`config.mk`:
```
export PLATFORM = sky130hd
export DESIGN_NAME = text_console_cursor_engine_flat
export DESIGN_NICKNAME = d
export VERILOG_FILES = /design/src/sv/tcce_pkg.sv /design/src/sv/tcce_if.sv /design/src/sv/tcce_front.sv /design/src/sv/tcce_queue.sv /design/src/sv/tcce_geom.sv /design/src/sv/tcce_back.sv /design/src/sv/text_console_cursor_engine.sv /design/src/flat_wrapper.sv
export SDC_FILE = /design/constraint.sdc
export NUM_CORES = 1
export LEC_CHECK = 0
export BUFFER_PORTS_ARGS = -buffer_cell sky130_fd_sc_hd__clkbuf_2
export CORE_MARGIN = 2
export CORE_UTILIZATION = 35
export CTS_CLUSTER_SIZE = 8
export DETAILED_ROUTE_END_ITERATION = 12
export SLEW_MARGIN = 20
export SYNTH_ARGS = -nofsm -noshare
export SYNTH_HDL_FRONTEND = slang
export SYNTH_SLANG_ARGS = --single-unit
```
`constraint.sdc`:
```
create_clock -name clk -period 19.6 [get_ports clk]
set_clock_uncertainty 0.1 [all_clocks]
set_input_delay 4.9 -clock clk [delete_from_list [all_inputs] [get_ports clk]]
set_output_delay 4.9 -clock clk [all_outputs]
set_load 0.03 [all_outputs]
```
`src/sv/tcce_pkg.sv`:
```
// Shared types, constants and helper functions of the text console cursor engine.
package tcce_pkg;

    localparam int POS_W    = 13;
    localparam int EDGE_W   = POS_W + 1;
    localparam int CODE_W   = 8;
    localparam int RGB_W    = 24;
    localparam int SCALE_W  = 3;
    localparam int CELL_W   = 6;
    localparam int EDGE_IN_W = 12;
    localparam int CFG_W    = 24;
    localparam int IDX_W    = 3;

    localparam int TAB_SPACES = 4;
    localparam int TAB_CW     = $clog2(TAB_SPACES + 1);

    localparam int QUEUE_DEPTH = 2;
    localparam int QUEUE_AW    = $clog2(QUEUE_DEPTH);
    localparam int QUEUE_CW    = $clog2(QUEUE_DEPTH + 1);

    localparam int DIV_IW = $clog2(POS_W);

    localparam logic [CODE_W-1:0] CHAR_BS    = 8'd8;
    localparam logic [CODE_W-1:0] CHAR_TAB   = 8'd9;
    localparam logic [CODE_W-1:0] CHAR_LF    = 8'd10;
    localparam logic [CODE_W-1:0] CHAR_CR    = 8'd13;
    localparam logic [CODE_W-1:0] CHAR_SPACE = 8'd32;

    localparam logic [EDGE_IN_W-1:0] RST_LEFT   = 12'd0;
    localparam logic [EDGE_IN_W-1:0] RST_TOP    = 12'd0;
    localparam logic [POS_W-1:0]     RST_WIDTH  = 13'd1920;
    localparam logic [POS_W-1:0]     RST_HEIGHT = 13'd1080;
    localparam logic [SCALE_W-1:0]   RST_SCALE  = 3'd2;
    localparam logic [RGB_W-1:0]     RST_FORE   = 24'h55FF55;
    localparam logic [RGB_W-1:0]     RST_BACK   = 24'h000000;

    typedef enum logic [IDX_W-1:0] {
        CFG_LEFT   = 3'd0,
        CFG_TOP    = 3'd1,
        CFG_WIDTH  = 3'd2,
        CFG_HEIGHT = 3'd3,
        CFG_SCALE  = 3'd4,
        CFG_FORE   = 3'd5,
        CFG_BACK   = 3'd6
    } cfg_idx_t;

    typedef enum logic [1:0] {
        OP_GLYPH  = 2'd0,
        OP_CELL   = 2'd1,
        OP_SCROLL = 2'd2,
        OP_REGION = 2'd3
    } draw_op_t;

    typedef enum logic [2:0] {
        KIND_PUT   = 3'd0,
        KIND_CLEAR = 3'd1,
        KIND_CR    = 3'd2,
        KIND_LF    = 3'd3,
        KIND_TAB   = 3'd4,
        KIND_BS    = 3'd5
    } kind_t;

    typedef struct packed {
        logic [EDGE_IN_W-1:0] left;
        logic [EDGE_IN_W-1:0] top;
        logic [POS_W-1:0]     width;
        logic [POS_W-1:0]     height;
        logic [SCALE_W-1:0]   scale;
        logic [RGB_W-1:0]     fore;
        logic [RGB_W-1:0]     back;
    } cfg_t;

    typedef struct packed {
        logic                ready;
        logic [CELL_W-1:0]   cw;
        logic [CELL_W-1:0]   ch;
        logic [POS_W-1:0]    left;
        logic [POS_W-1:0]    top;
        logic [EDGE_W-1:0]   right;
        logic [EDGE_W-1:0]   bottom;
        logic [POS_W-1:0]    left_cw;
        logic [POS_W-1:0]    top_ch;
        logic [POS_W-1:0]    scroll_row;
        logic [POS_W-1:0]    bs_x;
        logic [RGB_W-1:0]    fore;
        logic [RGB_W-1:0]    back;
    } geom_t;

    typedef struct packed {
        kind_t             kind;
        logic [CODE_W-1:0] code;
    } q_entry_t;

    typedef struct packed {
        draw_op_t          op;
        logic [POS_W-1:0]  x;
        logic [POS_W-1:0]  y;
        logic [CODE_W-1:0] glyph;
        logic [RGB_W-1:0]  ink;
        logic [RGB_W-1:0]  paper;
    } result_t;

    // Zero scale behaves as one.
    function automatic logic [SCALE_W-1:0] eff_scale(input logic [SCALE_W-1:0] s);
        return (s == '0) ? SCALE_W'(1) : s;
    endfunction

    function automatic logic [CELL_W-1:0] cell_w(input logic [SCALE_W-1:0] s);
        logic [SCALE_W-1:0] e;
        e = eff_scale(s);
        return CELL_W'({e, 2'b00}) + CELL_W'({e, 1'b0});
    endfunction

    function automatic logic [CELL_W-1:0] cell_h(input logic [SCALE_W-1:0] s);
        logic [SCALE_W-1:0] e;
        e = eff_scale(s);
        return CELL_W'({e, 3'b000}) + CELL_W'(e);
    endfunction

endpackage

```
`src/sv/tcce_if.sv`:
```
// Stream interfaces for the character input and the drawing command output.
interface tcce_text_if import tcce_pkg::*; ();
    logic              valid;
    logic              ready;
    logic              cmd;
    logic [CODE_W-1:0] char_code;

    modport source (output valid, cmd, char_code, input ready);
    modport sink   (input valid, cmd, char_code, output ready);
endinterface

interface tcce_draw_if import tcce_pkg::*; ();
    logic              valid;
    logic              ready;
    logic [1:0]        draw_op;
    logic [POS_W-1:0]  pos_x;
    logic [POS_W-1:0]  pos_y;
    logic [CODE_W-1:0] glyph_code;
    logic [RGB_W-1:0]  ink_rgb;
    logic [RGB_W-1:0]  paper_rgb;
    logic              last_of_run;

    modport source (output valid, draw_op, pos_x, pos_y, glyph_code, ink_rgb, paper_rgb,
                    last_of_run, input ready);
    modport sink   (input valid, draw_op, pos_x, pos_y, glyph_code, ink_rgb, paper_rgb,
                    last_of_run, output ready);
endinterface

```
`src/sv/tcce_front.sv`:
```
// Input stage: accept a transaction, classify it and hand it to the queue.
module tcce_front import tcce_pkg::*; (
    input  logic         clk,
    input  logic         rst_n,
    tcce_text_if.sink    text,
    output logic         push_valid,
    output q_entry_t     push_entry,
    input  logic         push_ready
);

    logic     st_valid_reg;
    logic     st_valid_next;
    q_entry_t st_entry_reg;
    kind_t    kind;
    logic     accept;

    always_comb
    begin
        if (text.cmd)
        begin
            kind = KIND_CLEAR;
        end
        else
        begin
            unique case (text.char_code)
                CHAR_CR:  kind = KIND_CR;
                CHAR_LF:  kind = KIND_LF;
                CHAR_TAB: kind = KIND_TAB;
                CHAR_BS:  kind = KIND_BS;
                default:  kind = KIND_PUT;
            endcase
        end
    end

    assign text.ready = !st_valid_reg || push_ready;
    assign accept     = text.valid && text.ready;

    always_comb
    begin
        st_valid_next = st_valid_reg;
        if (accept)
        begin
            st_valid_next = 1'b1;
        end
        else if (push_ready)
        begin
            st_valid_next = 1'b0;
        end
    end

    always_ff @(posedge clk or negedge rst_n)
    begin
        if (!rst_n)
        begin
            st_valid_reg <= 1'b0;
        end
        else
        begin
            st_valid_reg <= st_valid_next;
        end
    end

    always_ff @(posedge clk)
    begin
        if (accept)
        begin
            st_entry_reg <= '{kind: kind, code: text.char_code};
        end
    end

    assign push_valid = st_valid_reg;
    assign push_entry = st_entry_reg;

endmodule

```
`src/sv/tcce_queue.sv`:
```
// Short queue between the classifier and the command sequencer.
module tcce_queue import tcce_pkg::*; (
    input  logic     clk,
    input  logic     rst_n,
    input  logic     push_valid,
    input  q_entry_t push_entry,
    output logic     push_ready,
    output logic     pop_valid,
    output q_entry_t pop_entry,
    input  logic     pop_ready
);

    q_entry_t              mem_reg [QUEUE_DEPTH];
    logic [QUEUE_AW-1:0]   wr_ptr_reg;
    logic [QUEUE_AW-1:0]   wr_ptr_next;
    logic [QUEUE_AW-1:0]   rd_ptr_reg;
    logic [QUEUE_AW-1:0]   rd_ptr_next;
    logic [QUEUE_CW-1:0]   count_reg;
    logic [QUEUE_CW-1:0]   count_next;
    logic                  do_push;
    logic                  do_pop;

    assign push_ready = (count_reg != QUEUE_CW'(QUEUE_DEPTH));
    assign pop_valid  = (count_reg != '0);
    assign pop_entry  = mem_reg[rd_ptr_reg];
    assign do_push    = push_valid && push_ready;
    assign do_pop     = pop_valid && pop_ready;

    always_comb
    begin
        wr_ptr_next = wr_ptr_reg;
        rd_ptr_next = rd_ptr_reg;
        count_next  = count_reg;
        if (do_push)
        begin
            wr_ptr_next = (wr_ptr_reg == QUEUE_AW'(QUEUE_DEPTH - 1)) ? '0
                                                                     : wr_ptr_reg + 1'b1;
        end
        if (do_pop)
        begin
            rd_ptr_next = (rd_ptr_reg == QUEUE_AW'(QUEUE_DEPTH - 1)) ? '0
                                                                     : rd_ptr_reg + 1'b1;
        end
        if (do_push && !do_pop)
        begin
            count_next = count_reg + 1'b1;
        end
        else if (do_pop && !do_push)
        begin
            count_next = count_reg - 1'b1;
        end
    end

    always_ff @(posedge clk or negedge rst_n)
    begin
        if (!rst_n)
        begin
            wr_ptr_reg <= '0;
            rd_ptr_reg <= '0;
            count_reg  <= '0;
        end
        else
        begin
            wr_ptr_reg <= wr_ptr_next;
            rd_ptr_reg <= rd_ptr_next;
            count_reg  <= count_next;
        end
    end

    always_ff @(posedge clk)
    begin
        if (do_push)
        begin
            mem_reg[wr_ptr_reg] <= push_entry;
        end
    end

endmodule

```
`src/sv/tcce_geom.sv`:
```
// Region geometry derived from the configuration, with a bit-serial remainder for the last column.
module tcce_geom import tcce_pkg::*; (
    input  logic  clk,
    input  logic  rst_n,
    input  cfg_t  cfg,
    input  logic  restart,
    output geom_t geom
);

    typedef enum logic [3:0] {
        G_DIV  = 4'b0001,
        G_FIN1 = 4'b0010,
        G_FIN2 = 4'b0100,
        G_DONE = 4'b1000
    } geom_state_t;

    geom_state_t        gst_reg;
    geom_state_t        gst_next;
    logic [DIV_IW-1:0]  idx_reg;
    logic [DIV_IW-1:0]  idx_next;
    logic [CELL_W-1:0]  rem_reg;
    logic [CELL_W-1:0]  rem_next;
    logic [POS_W-1:0]   last_off_reg;
    logic [POS_W-1:0]   bs_x_reg;

    logic [CELL_W-1:0]  cw;
    logic [CELL_W-1:0]  ch;
    logic [CELL_W:0]    trial;
    logic [CELL_W:0]    trial_sub;
    logic [POS_W:0]     off_sub;
    logic [POS_W-1:0]   bs_off;

    logic [CELL_W-1:0]  cw_reg;
    logic [CELL_W-1:0]  ch_reg;
    logic [POS_W-1:0]   left_reg;
    logic [POS_W-1:0]   top_reg;
    logic [EDGE_W-1:0]  right_reg;
    logic [EDGE_W-1:0]  bottom_reg;
    logic [POS_W-1:0]   left_cw_reg;
    logic [POS_W-1:0]   top_ch_reg;
    logic [POS_W-1:0]   scroll_row_reg;
    logic [RGB_W-1:0]   fore_reg;
    logic [RGB_W-1:0]   back_reg;

    assign cw = cell_w(cfg.scale);
    assign ch = cell_h(cfg.scale);

    // One quotient bit per cycle, most significant width bit first.
    assign trial     = {rem_reg, cfg.width[idx_reg]};
    assign trial_sub = trial - {1'b0, cw};
    assign off_sub   = {1'b0, last_off_reg} - (POS_W + 1)'(cw);
    assign bs_off    = off_sub[POS_W] ? last_off_reg : off_sub[POS_W-1:0];

    always_comb
    begin
        gst_next = gst_reg;
        idx_next = idx_reg;
        rem_next = rem_reg;
        if (restart)
        begin
            gst_next = G_DIV;
            idx_next = DIV_IW'(POS_W - 1);
            rem_next = '0;
        end
        else
        begin
            unique case (gst_reg)
                G_DIV:
                begin
                    rem_next = trial_sub[CELL_W] ? trial[CELL_W-1:0] : trial_sub[CELL_W-1:0];
                    if (idx_reg == '0)
                    begin
                        gst_next = G_FIN1;
                    end
                    else
                    begin
                        idx_next = idx_reg - 1'b1;
                    end
                end
                G_FIN1:  gst_next = G_FIN2;
                G_FIN2:  gst_next = G_DONE;
                G_DONE:  gst_next = G_DONE;
                default: gst_next = G_DIV;
            endcase
        end
    end

    always_ff @(posedge clk or negedge rst_n)
    begin
        if (!rst_n)
        begin
            gst_reg <= G_DIV;
            idx_reg <= DIV_IW'(POS_W - 1);
            rem_reg <= '0;
        end
        else
        begin
            gst_reg <= gst_next;
            idx_reg <= idx_next;
            rem_reg <= rem_next;
        end
    end

    always_ff @(posedge clk)
    begin
        if (gst_reg == G_FIN1)
        begin
            last_off_reg <= cfg.width - POS_W'(rem_reg);
        end
        if (gst_reg == G_FIN2)
        begin
            bs_x_reg <= {1'b0, cfg.left} + bs_off;
        end
        cw_reg         <= cw;
        ch_reg         <= ch;
        left_reg       <= {1'b0, cfg.left};
        top_reg        <= {1'b0, cfg.top};
        right_reg      <= EDGE_W'(cfg.left) + EDGE_W'(cfg.width);
        bottom_reg     <= EDGE_W'(cfg.top) + EDGE_W'(cfg.height);
        left_cw_reg    <= POS_W'(cfg.left) + POS_W'(cw);
        top_ch_reg     <= POS_W'(cfg.top) + POS_W'(ch);
        scroll_row_reg <= POS_W'(cfg.top) + cfg.height - POS_W'(ch);
        fore_reg       <= cfg.fore;
        back_reg       <= cfg.back;
    end

    assign geom = '{
        ready:      (gst_reg == G_DONE),
        cw:         cw_reg,
        ch:         ch_reg,
        left:       left_reg,
        top:        top_reg,
        right:      right_reg,
        bottom:     bottom_reg,
        left_cw:    left_cw_reg,
        top_ch:     top_ch_reg,
        scroll_row: scroll_row_reg,
        bs_x:       bs_x_reg,
        fore:       fore_reg,
        back:       back_reg
    };

endmodule

```
`src/sv/tcce_back.sv`:
```
// Command sequencer: cursor state, wrap and scroll steps, and the result output stage.
module tcce_back import tcce_pkg::*; (
    input  logic        clk,
    input  logic        rst_n,
    input  geom_t       geom,
    input  logic        pop_valid,
    input  q_entry_t    pop_entry,
    output logic        pop_ready,
    tcce_draw_if.source draw
);

    typedef enum logic [3:0] {
        B_FETCH = 4'b0001,
        B_WRAP1 = 4'b0010,
        B_GLYPH = 4'b0100,
        B_WRAP2 = 4'b1000
    } back_state_t;

    back_state_t        bst_reg;
    back_state_t        bst_next;
    back_state_t        bst_step;
    logic [POS_W-1:0]   col_reg;
    logic [POS_W-1:0]   col_next;
    logic [POS_W-1:0]   col_step;
    logic [POS_W-1:0]   row_reg;
    logic [POS_W-1:0]   row_next;
    logic [POS_W-1:0]   row_step;
    logic [CODE_W-1:0]  code_reg;
    logic [CODE_W-1:0]  code_step;
    logic [TAB_CW-1:0]  spaces_reg;
    logic [TAB_CW-1:0]  spaces_next;
    logic [TAB_CW-1:0]  spaces_step;

    logic               p_valid_reg;
    logic               p_valid_next;
    logic               p_final_reg;
    logic               p_final_next;
    result_t            p_res_reg;
    logic               o_valid_reg;
    logic               o_valid_next;
    logic               o_last_reg;
    result_t            o_res_reg;

    logic [EDGE_W-1:0]  col_cw;
    logic [EDGE_W-1:0]  row_ch;
    logic [POS_W-1:0]   row_ch_m;
    logic [EDGE_W-1:0]  row_2;
    logic               wrap;
    logic               scroll;
    logic [POS_W-1:0]   w_col;
    logic [POS_W-1:0]   w_row;
    logic [POS_W-1:0]   bs_col;
    logic [POS_W-1:0]   bs_row;
    result_t            scroll_res;

    logic               st_active;
    logic               st_res_valid;
    logic               st_final;
    result_t            st_res;
    logic               fire;
    logic               new_res;
    logic               out_load;
    logic               push_now;

    // Wrap check: past the right edge goes to the next row, past the bottom scrolls.
    assign col_cw   = EDGE_W'(col_reg) + EDGE_W'(geom.cw);
    assign wrap     = (col_cw > geom.right);
    assign row_ch   = EDGE_W'(row_reg) + EDGE_W'(geom.ch);
    assign row_ch_m = row_ch[POS_W-1:0];
    assign row_2    = EDGE_W'(row_ch_m) + EDGE_W'(geom.ch);
    assign scroll   = wrap ? (row_2 > geom.bottom) : (row_ch > geom.bottom);
    assign w_col    = wrap ? geom.left : col_reg;
    assign w_row    = scroll ? geom.scroll_row : (wrap ? row_ch_m : row_reg);

    // Backspace: step left, or to the last cell of the row above, or stay.
    always_comb
    begin
        bs_col = col_reg;
        bs_row = row_reg;
        if (col_reg >= geom.left_cw)
        begin
            bs_col = col_reg - POS_W'(geom.cw);
        end
        else if (row_reg >= geom.top_ch)
        begin
            bs_row = row_reg - POS_W'(geom.ch);
            bs_col = geom.bs_x;
        end
    end

    assign scroll_res = '{op: OP_SCROLL, x: geom.left, y: geom.top, glyph: '0, ink: '0,
                          paper: geom.back};

    always_comb
    begin
        st_active    = 1'b0;
        st_res_valid = 1'b0;
        st_final     = 1'b0;
        st_res       = scroll_res;
        col_step     = col_reg;
        row_step     = row_reg;
        bst_step     = bst_reg;
        code_step    = code_reg;
        spaces_step  = spaces_reg;
        unique case (bst_reg)
            B_FETCH:
            begin
                st_active = pop_valid && geom.ready;
                unique case (pop_entry.kind)
                    KIND_CLEAR:
                    begin
                        col_step     = geom.left;
                        row_step     = geom.top;
                        st_res_valid = 1'b1;
                        st_res.op    = OP_REGION;
                        st_final     = 1'b1;
                    end
                    KIND_CR:
                    begin
                        col_step = geom.left;
                        st_final = 1'b1;
                    end
                    KIND_LF:
                    begin
                        col_step    = geom.left;
                        row_step    = row_ch_m;
                        spaces_step = '0;
                        bst_step    = B_WRAP2;
                    end
                    KIND_BS:
                    begin
                        col_step     = bs_col;
                        row_step     = bs_row;
                        st_res_valid = 1'b1;
                        st_res.op    = OP_CELL;
                        st_res.x     = bs_col;
                        st_res.y     = bs_row;
                        st_final     = 1'b1;
                    end
                    KIND_TAB:
                    begin
                        col_step     = w_col;
                        row_step     = w_row;
                        st_res_valid = scroll;
                        code_step    = CHAR_SPACE;
                        spaces_step  = TAB_CW'(TAB_SPACES - 1);
                        bst_step     = B_GLYPH;
                    end
                    default:
                    begin
                        col_step     = w_col;
                        row_step     = w_row;
                        st_res_valid = scroll;
                        code_step    = pop_entry.code;
                        spaces_step  = '0;
                        bst_step     = B_GLYPH;
                    end
                endcase
            end
            B_WRAP1:
            begin
                st_active    = 1'b1;
                col_step     = w_col;
                row_step     = w_row;
                st_res_valid = scroll;
                bst_step     = B_GLYPH;
            end
            B_GLYPH:
            begin
                st_active    = 1'b1;
                st_res_valid = 1'b1;
                st_res.op    = OP_GLYPH;
                st_res.x     = col_reg;
                st_res.y     = row_reg;
                st_res.glyph = code_reg;
                st_res.ink   = geom.fore;
                col_step     = col_reg + POS_W'(geom.cw);
                bst_step     = B_WRAP2;
            end
            B_WRAP2:
            begin
                st_active    = 1'b1;
                col_step     = w_col;
                row_step     = w_row;
                st_res_valid = scroll;
                if (spaces_reg == '0)
                begin
                    st_final = 1'b1;
                    bst_step = B_FETCH;
                end
                else
                begin
                    spaces_step = spaces_reg - 1'b1;
                    bst_step    = B_WRAP1;
                end
            end
            default:
            begin
                bst_step = B_FETCH;
            end
        endcase
    end

    // The pending result waits until the next result or the end of the item
    // tells whether it closes the run.
    assign out_load  = !o_valid_reg || draw.ready;
    assign fire      = st_active && (!st_res_valid || !p_valid_reg || out_load);
    assign new_res   = fire && st_res_valid;
    assign push_now  = p_valid_reg && out_load && (p_final_reg || new_res);
    assign pop_ready = fire && (bst_reg == B_FETCH);

    always_comb
    begin
        bst_next    = fire ? bst_step : bst_reg;
        col_next    = fire ? col_step : col_reg;
        row_next    = fire ? row_step : row_reg;
        spaces_next = fire ? spaces_step : spaces_reg;

        p_valid_next = p_valid_reg;
        p_final_next = p_final_reg;
        if (new_res)
        begin
            p_valid_next = 1'b1;
            p_final_next = st_final;
        end
        else
        begin
            if (push_now)
            begin
                p_valid_next = 1'b0;
            end
            if (fire && st_final && p_valid_reg)
            begin
                p_final_next = 1'b1;
            end
        end

        o_valid_next = o_valid_reg;
        if (push_now)
        begin
            o_valid_next = 1'b1;
        end
        else if (draw.ready)
        begin
            o_valid_next = 1'b0;
        end
    end

    always_ff @(posedge clk or negedge rst_n)
    begin
        if (!rst_n)
        begin
            bst_reg     <= B_FETCH;
            col_reg     <= '0;
            row_reg     <= '0;
            spaces_reg  <= '0;
            p_valid_reg <= 1'b0;
            p_final_reg <= 1'b0;
            o_valid_reg <= 1'b0;
        end
        else
        begin
            bst_reg     <= bst_next;
            col_reg     <= col_next;
            row_reg     <= row_next;
            spaces_reg  <= spaces_next;
            p_valid_reg <= p_valid_next;
            p_final_reg <= p_final_next;
            o_valid_reg <= o_valid_next;
        end
    end

    always_ff @(posedge clk)
    begin
        if (fire)
        begin
            code_reg <= code_step;
        end
        if (new_res)
        begin
            p_res_reg <= st_res;
        end
        if (push_now)
        begin
            o_res_reg  <= p_res_reg;
            o_last_reg <= p_final_reg;
        end
    end

    assign draw.valid       = o_valid_reg;
    assign draw.draw_op     = o_res_reg.op;
    assign draw.pos_x       = o_res_reg.x;
    assign draw.pos_y       = o_res_reg.y;
    assign draw.glyph_code  = o_res_reg.glyph;
    assign draw.ink_rgb     = o_res_reg.ink;
    assign draw.paper_rgb   = o_res_reg.paper;
    assign draw.last_of_run = o_last_reg;

endmodule

```
`src/sv/text_console_cursor_engine.sv`:
```
// Text console cursor engine top level: configuration registers and the front/back pipeline.
// Steps: clear, CR and BS use the fetch step alone, LF fetch and a wrap, a printable
//   character wrap, draw and wrap, a tab four spaces; each step of the command sequencer
//   yields at most one result and, if it does, stalls while both result registers are full.
// Output: a glyph that opens the run waits for the end of the run or the next result.
// Reset: cursor at the origin, queue empty; a geometry pass follows reset and every
//   configuration write, during which transactions queue but are not executed.
module text_console_cursor_engine import tcce_pkg::*; (
    input  logic              clk,
    input  logic              rst_n,
    input  logic              cfg_we,
    input  logic [IDX_W-1:0]  cfg_index,
    input  logic [CFG_W-1:0]  cfg_data,
    tcce_text_if.sink         text,
    tcce_draw_if.source       draw
);

    cfg_t     cfg_reg;
    cfg_t     cfg_next;
    geom_t    geom;
    logic     push_valid;
    logic     push_ready;
    q_entry_t push_entry;
    logic     pop_valid;
    logic     pop_ready;
    q_entry_t pop_entry;

    // Register writes keep only the low bits that each register holds.
    always_comb
    begin
        cfg_next = cfg_reg;
        if (cfg_we)
        begin
            unique case (cfg_index)
                CFG_LEFT:   cfg_next.left   = cfg_data[EDGE_IN_W-1:0];
                CFG_TOP:    cfg_next.top    = cfg_data[EDGE_IN_W-1:0];
                CFG_WIDTH:  cfg_next.width  = cfg_data[POS_W-1:0];
                CFG_HEIGHT: cfg_next.height = cfg_data[POS_W-1:0];
                CFG_SCALE:  cfg_next.scale  = cfg_data[SCALE_W-1:0];
                CFG_FORE:   cfg_next.fore   = cfg_data[RGB_W-1:0];
                CFG_BACK:   cfg_next.back   = cfg_data[RGB_W-1:0];
                default:    cfg_next = cfg_reg;
            endcase
        end
    end

    always_ff @(posedge clk or negedge rst_n)
    begin
        if (!rst_n)
        begin
            cfg_reg <= '{left: RST_LEFT, top: RST_TOP, width: RST_WIDTH, height: RST_HEIGHT,
                         scale: RST_SCALE, fore: RST_FORE, back: RST_BACK};
        end
        else
        begin
            cfg_reg <= cfg_next;
        end
    end

    // Front: accept and classify each transaction.
    tcce_front u_front (
        .clk        (clk),
        .rst_n      (rst_n),
        .text       (text),
        .push_valid (push_valid),
        .push_entry (push_entry),
        .push_ready (push_ready)
    );

    // Decouple the classifier from the sequencer so each side stalls on its own.
    tcce_queue u_queue (
        .clk        (clk),
        .rst_n      (rst_n),
        .push_valid (push_valid),
        .push_entry (push_entry),
        .push_ready (push_ready),
        .pop_valid  (pop_valid),
        .pop_entry  (pop_entry),
        .pop_ready  (pop_ready)
    );

    // Region edges, cell size and last-column position; recompute on every write.
    tcce_geom u_geom (
        .clk     (clk),
        .rst_n   (rst_n),
        .cfg     (cfg_reg),
        .restart (cfg_we),
        .geom    (geom)
    );

    // Back: walk the cursor and emit drawing commands through the output register.
    tcce_back u_back (
        .clk       (clk),
        .rst_n     (rst_n),
        .geom      (geom),
        .pop_valid (pop_valid),
        .pop_entry (pop_entry),
        .pop_ready (pop_ready),
        .draw      (draw)
    );

endmodule
```
`src/flat_wrapper.sv`:
```
// flat-port wrapper written by rule: the top's interface ports become plain ports
module text_console_cursor_engine_flat import tcce_pkg::*;
  (clk, rst_n, cfg_we, cfg_index, cfg_data, text_valid, text_cmd, text_char_code, text_ready, draw_valid, draw_draw_op, draw_pos_x, draw_pos_y, draw_glyph_code, draw_ink_rgb, draw_paper_rgb, draw_last_of_run, draw_ready);
  tcce_text_if text_i ();
  tcce_draw_if draw_i ();
  input  logic clk;
  input  logic rst_n;
  input  logic cfg_we;
  input  logic [IDX_W-1:0] cfg_index;
  input  logic [CFG_W-1:0] cfg_data;
  input wire logic [$bits(text_i.valid)-1:0] text_valid;
  input wire logic [$bits(text_i.cmd)-1:0] text_cmd;
  input wire logic [$bits(text_i.char_code)-1:0] text_char_code;
  output wire logic [$bits(text_i.ready)-1:0] text_ready;
  output wire logic [$bits(draw_i.valid)-1:0] draw_valid;
  output wire logic [$bits(draw_i.draw_op)-1:0] draw_draw_op;
  output wire logic [$bits(draw_i.pos_x)-1:0] draw_pos_x;
  output wire logic [$bits(draw_i.pos_y)-1:0] draw_pos_y;
  output wire logic [$bits(draw_i.glyph_code)-1:0] draw_glyph_code;
  output wire logic [$bits(draw_i.ink_rgb)-1:0] draw_ink_rgb;
  output wire logic [$bits(draw_i.paper_rgb)-1:0] draw_paper_rgb;
  output wire logic [$bits(draw_i.last_of_run)-1:0] draw_last_of_run;
  input wire logic [$bits(draw_i.ready)-1:0] draw_ready;
  assign text_i.valid = text_valid;
  assign text_i.cmd = text_cmd;
  assign text_i.char_code = text_char_code;
  assign text_ready = text_i.ready;
  assign draw_valid = draw_i.valid;
  assign draw_draw_op = draw_i.draw_op;
  assign draw_pos_x = draw_i.pos_x;
  assign draw_pos_y = draw_i.pos_y;
  assign draw_glyph_code = draw_i.glyph_code;
  assign draw_ink_rgb = draw_i.ink_rgb;
  assign draw_paper_rgb = draw_i.paper_rgb;
  assign draw_last_of_run = draw_i.last_of_run;
  assign draw_i.ready = draw_ready;
  text_console_cursor_engine u_core (.clk(clk), .rst_n(rst_n), .cfg_we(cfg_we), .cfg_index(cfg_index), .cfg_data(cfg_data), .text(text_i), .draw(draw_i));
endmodule
```
==> impl_results.md <==
- Status: complete, no violations
- FILL cells: 6963
- Net Sw Frac: 0.324
- Port Buffers: 127
- Peak fanout along the critical path: 60
- Arrival time worst endpoint: 8450 ps
- Final Wtd Congestion: 0.897
- Max-Cap Viols: 0
- Avg Cell Area, Syn: 11.4 um2
- CTS Buf Count: 77
- Post-CTS Setup Bufs: 0
- CTS resizes: 0
- Setup TNS: 0 ps
- RSZ-0062 raised after global routing: no
- Largest net degree at the start of global routing: 89
- Total global-route track usage: 0.183
- Clock power share: 0.327
- WS Path Type: reg -> reg
- Total wire length: 70.7 mm
- CTS max path bufs: 3
- Post-CTS Hold Fix Bufs: 0
- Worst hold stages: 0
- Detail Placement HPWL: 50.1 mm
- Setup crit start kind: register
- Starting density of the core: 0.354
- Final setup vio count: 0
- Final Max Tran Viols: 0
- First-pass GRT wire length: 110 mm
- Top cell by count, worst path: ha_1
- NetSw: 1250 uW
- Hold WC Path Type: reg -> reg
- Remaining Overflow, GRT: 0
- CTS tree: yes
- Area leader, netlist: edfxtp_1
- Bufs and invs on worst path: 3
- Top cell type's share of synthesized area: 0.269
- Crit share post-route: 0.424
- Synthesized flop and latch total: 537
- Delay-heaviest family, CP: compound AO/OA/AOI/OAI gates
- R2r endpoint: u_core.u_back.draw.paper_rgb[6]
- Worst Hold End: u_core.u_geom.fore_reg[3]
- Total core area: 74400 um2
- Final Hold Viols: 0
- Top_reg_cell synth: edfxtp_1
- Mapped Area: 26300 um2
- Chip width: 278 um
- Avg Vias per Cell: 5.28
- Via count: 18451
- R2R cell count: 24
- Seq/Total Area, Yosys: 0.529
- P per Cell Area: 127 nW/um2
- Sequential share of power: 0.394
- Die Area: 77500 um2
- Slowest-stage cell, CP: a31oi_4
- Crit-path cells: inv_1 -> ha_1 -> nand2b_1 -> a221oi_1 -> o21ai_0 -> nand2b_1 -> xor2_1 -> inv_1 -> ha_1 -> o21a_1 -> o211a_1 -> nand3_1 -> nor2_1 -> xnor2_1 -> ha_1 -> and4_1 -> nand4_1 -> a21oi_1 -> a211oi_1 -> or4_4 -> a31oi_4 -> o21ai_0 -> nor2_4 -> buf_4
- Worst slew margin: 0.302
- Worst skew pair latency: 630 ps
- Post-Place Cells: 3352
- Worst IR Drop VDD: 0.0000673 V
- Row cnt: 100
- Reg2Reg Launch Point: u_core.u_geom.ch_reg[4]
- Antenna Cells: 0
- Die height: 278 um
- Async set-reset flop share out of synthesis: 0.291
- Post-synth EDFFs: 236
- I/O pins: 128
- R2r setup slk: 11300 ps
- Number of routed nets with antenna violations: 0
- # DRC: 0
- Req. time, crit path: 19750 ps
- Pre-Repair DR Iteration Count: 7
- Cells after Synth: 2315
- Nets: 2705
- Worst path max stage delay: 830 ps
- Netlist cell types: 86
- Vias in the first global route: 19238
- Root buffer cell: clkbuf_16
- Synthesis warning total: 0
- Area Growth Syn to Fin: 15.6%
- Max FFs per register: 101
- TritonCTS Sinks: 537
- Minimum clock period: 8300 ps
- Layout cells sized above 1: 0.162
- CTS clk-pin slew, worst paths: 50 ps
- LEAKAGE: 0.0126 uW
- Antenna violations before repair: 3
- Post-DR wirelength/cell: 20.2 um
- Critical path capture point type: register
- Worst Hold Launch: u_core.cfg_reg[27]
- Combinational group share of total power: 0.280
- Post-route insts no fill: 3495
- Pint: 2610 uW
- DRT iter0 DRCs: 1309
- Worst-Margin Slew: 1020 ps
- Post-Syn Nets: 2558
- Ranking of synthesized cells by area: edfxtp_1 27%, dfrtp_1 12%, dfxtp_1 11%, ha_1 8.7%, mux2_2 4.2%
- H-tree level count: 3
- Max Clock Freq: 120 MHz
[metal layers]
metal	global-route usage	vias to the layer above	routed length (um)
met5	0	-	0
met4	0.0818	0	2740
met3	0.0301	170	3740
met2	0.320	565	35100
met1	0.222	9046	29100
li1	-	8670	-
[cells by family after synthesis]
family                     count (synthesis)  synth area share
and+or+nand+nor                          577             0.112
DFF                                      537             0.529
AOI/OAI and AO/OA                        486             0.122
buffers and inverters                    256            0.0377
adders and majority gates                202             0.101
xor gates and xnor gates                 130            0.0432
muxes                                    127            0.0549
[power groups by stage]
| stage | logic (uW) | registers (uW) | clock network (uW) |
|---|---|---|---|
| after global placement | 1050 | 1540 | 0 |
| after global routing | 1220 | 1540 | 1340 |
| final | 1080 | 1520 | 1260 |
| after detailed placement | 1070 | 1540 | 0 |
| after floorplan | 820 | 1470 | 0 |
| after CTS | 1080 | 1520 | 1290 |
[stage by stage]
stage                     worst slack [ps]   util  hold WS, ps  power, uW  instance area (um2)
after floorplan                       5170      -          242       2290                26300
after global placement               11150  0.377          246       2580                28100
after detailed placement             11030  0.377          249       2610                28100
after CTS                            11240  0.409          250       3900                30400
after global routing                 10580  0.409          268       4100                30400
final                                11300  0.409          259       3860                30400
[cell type report]
cell class              instances  area, um2  area share
multi-input cells            1522      11500       0.378
flip-flops and latches        537      13900       0.458
repair buffers                148        800      0.0263
clock inverters                 7        176     0.00579
inverters                     176        661      0.0217
well taps                     969       1210      0.0398
clock buffers                 136       2160      0.0709
[worst max path at each step]
stage	cells after the start	to	start
after detailed placement	8	u_core.u_back.draw.paper_rgb[5]	draw_ready
after global placement	8	u_core.u_back.draw.paper_rgb[11]	draw_ready
after global routing	24	u_core.u_back.draw.paper_rgb[6]	u_core.u_geom.ch_reg[4]
final	24	u_core.u_back.draw.paper_rgb[6]	u_core.u_geom.ch_reg[4]
after floorplan	6	u_core.u_back.draw.draw_op[0]	draw_ready
after CTS	24	u_core.u_back.draw.paper_rgb[6]	u_core.u_geom.ch_reg[4]
[synth_stat cells, types with 20 or more instances]
| cell type | n |
|---|---|
| a211oi_1 | 21 |
| a21o_1 | 28 |
| a21oi_1 | 106 |
| and2_1 | 42 |
| clkbuf_1 | 62 |
| dfrtp_1 | 127 |
| dfstp_2 | 29 |
| dfxtp_1 | 145 |
| edfxtp_1 | 236 |
| ha_1 | 183 |
| inv_1 | 176 |
| mux2_2 | 99 |
| mux2i_1 | 23 |
| nand2_1 | 121 |
| nand2b_1 | 25 |
| nand3_1 | 33 |
| nor2_1 | 160 |
| nor2b_1 | 29 |
| nor3_1 | 44 |
| o21ai_0 | 128 |
| or3_1 | 20 |
| xnor2_1 | 86 |
| xor2_1 | 44 |
[placed cells by master, fill, tap and decap left out, types with 12 or more instances in the layout]
cell,count
dfrtp_1,127
o21a_1,14
clkbuf_16,77
buf_4,21
nand4_1,15
a21oi_1,105
xnor2_1,86
a221o_1,16
clkbuf_2,126
xor2_1,44
a21o_1,28
nand3_1,33
o31ai_1,19
a211oi_1,21
nand2_1,121
nor4_1,13
a22oi_1,16
mux2i_1,23
nor3_1,42
nor2_1,157
dfstp_2,29
and3_1,13
fa_1,19
o21ai_0,127
dfxtp_1,145
or2_2,12
or3_1,20
a31oi_1,15
nor3b_1,12
and2_1,42
ha_1,183
a221oi_1,13
inv_1,176
nor2b_1,29
edfxtp_1,236
nand2b_1,25
clkbuf_1,58
mux2_2,99
(Power assumes the default switching activity.)
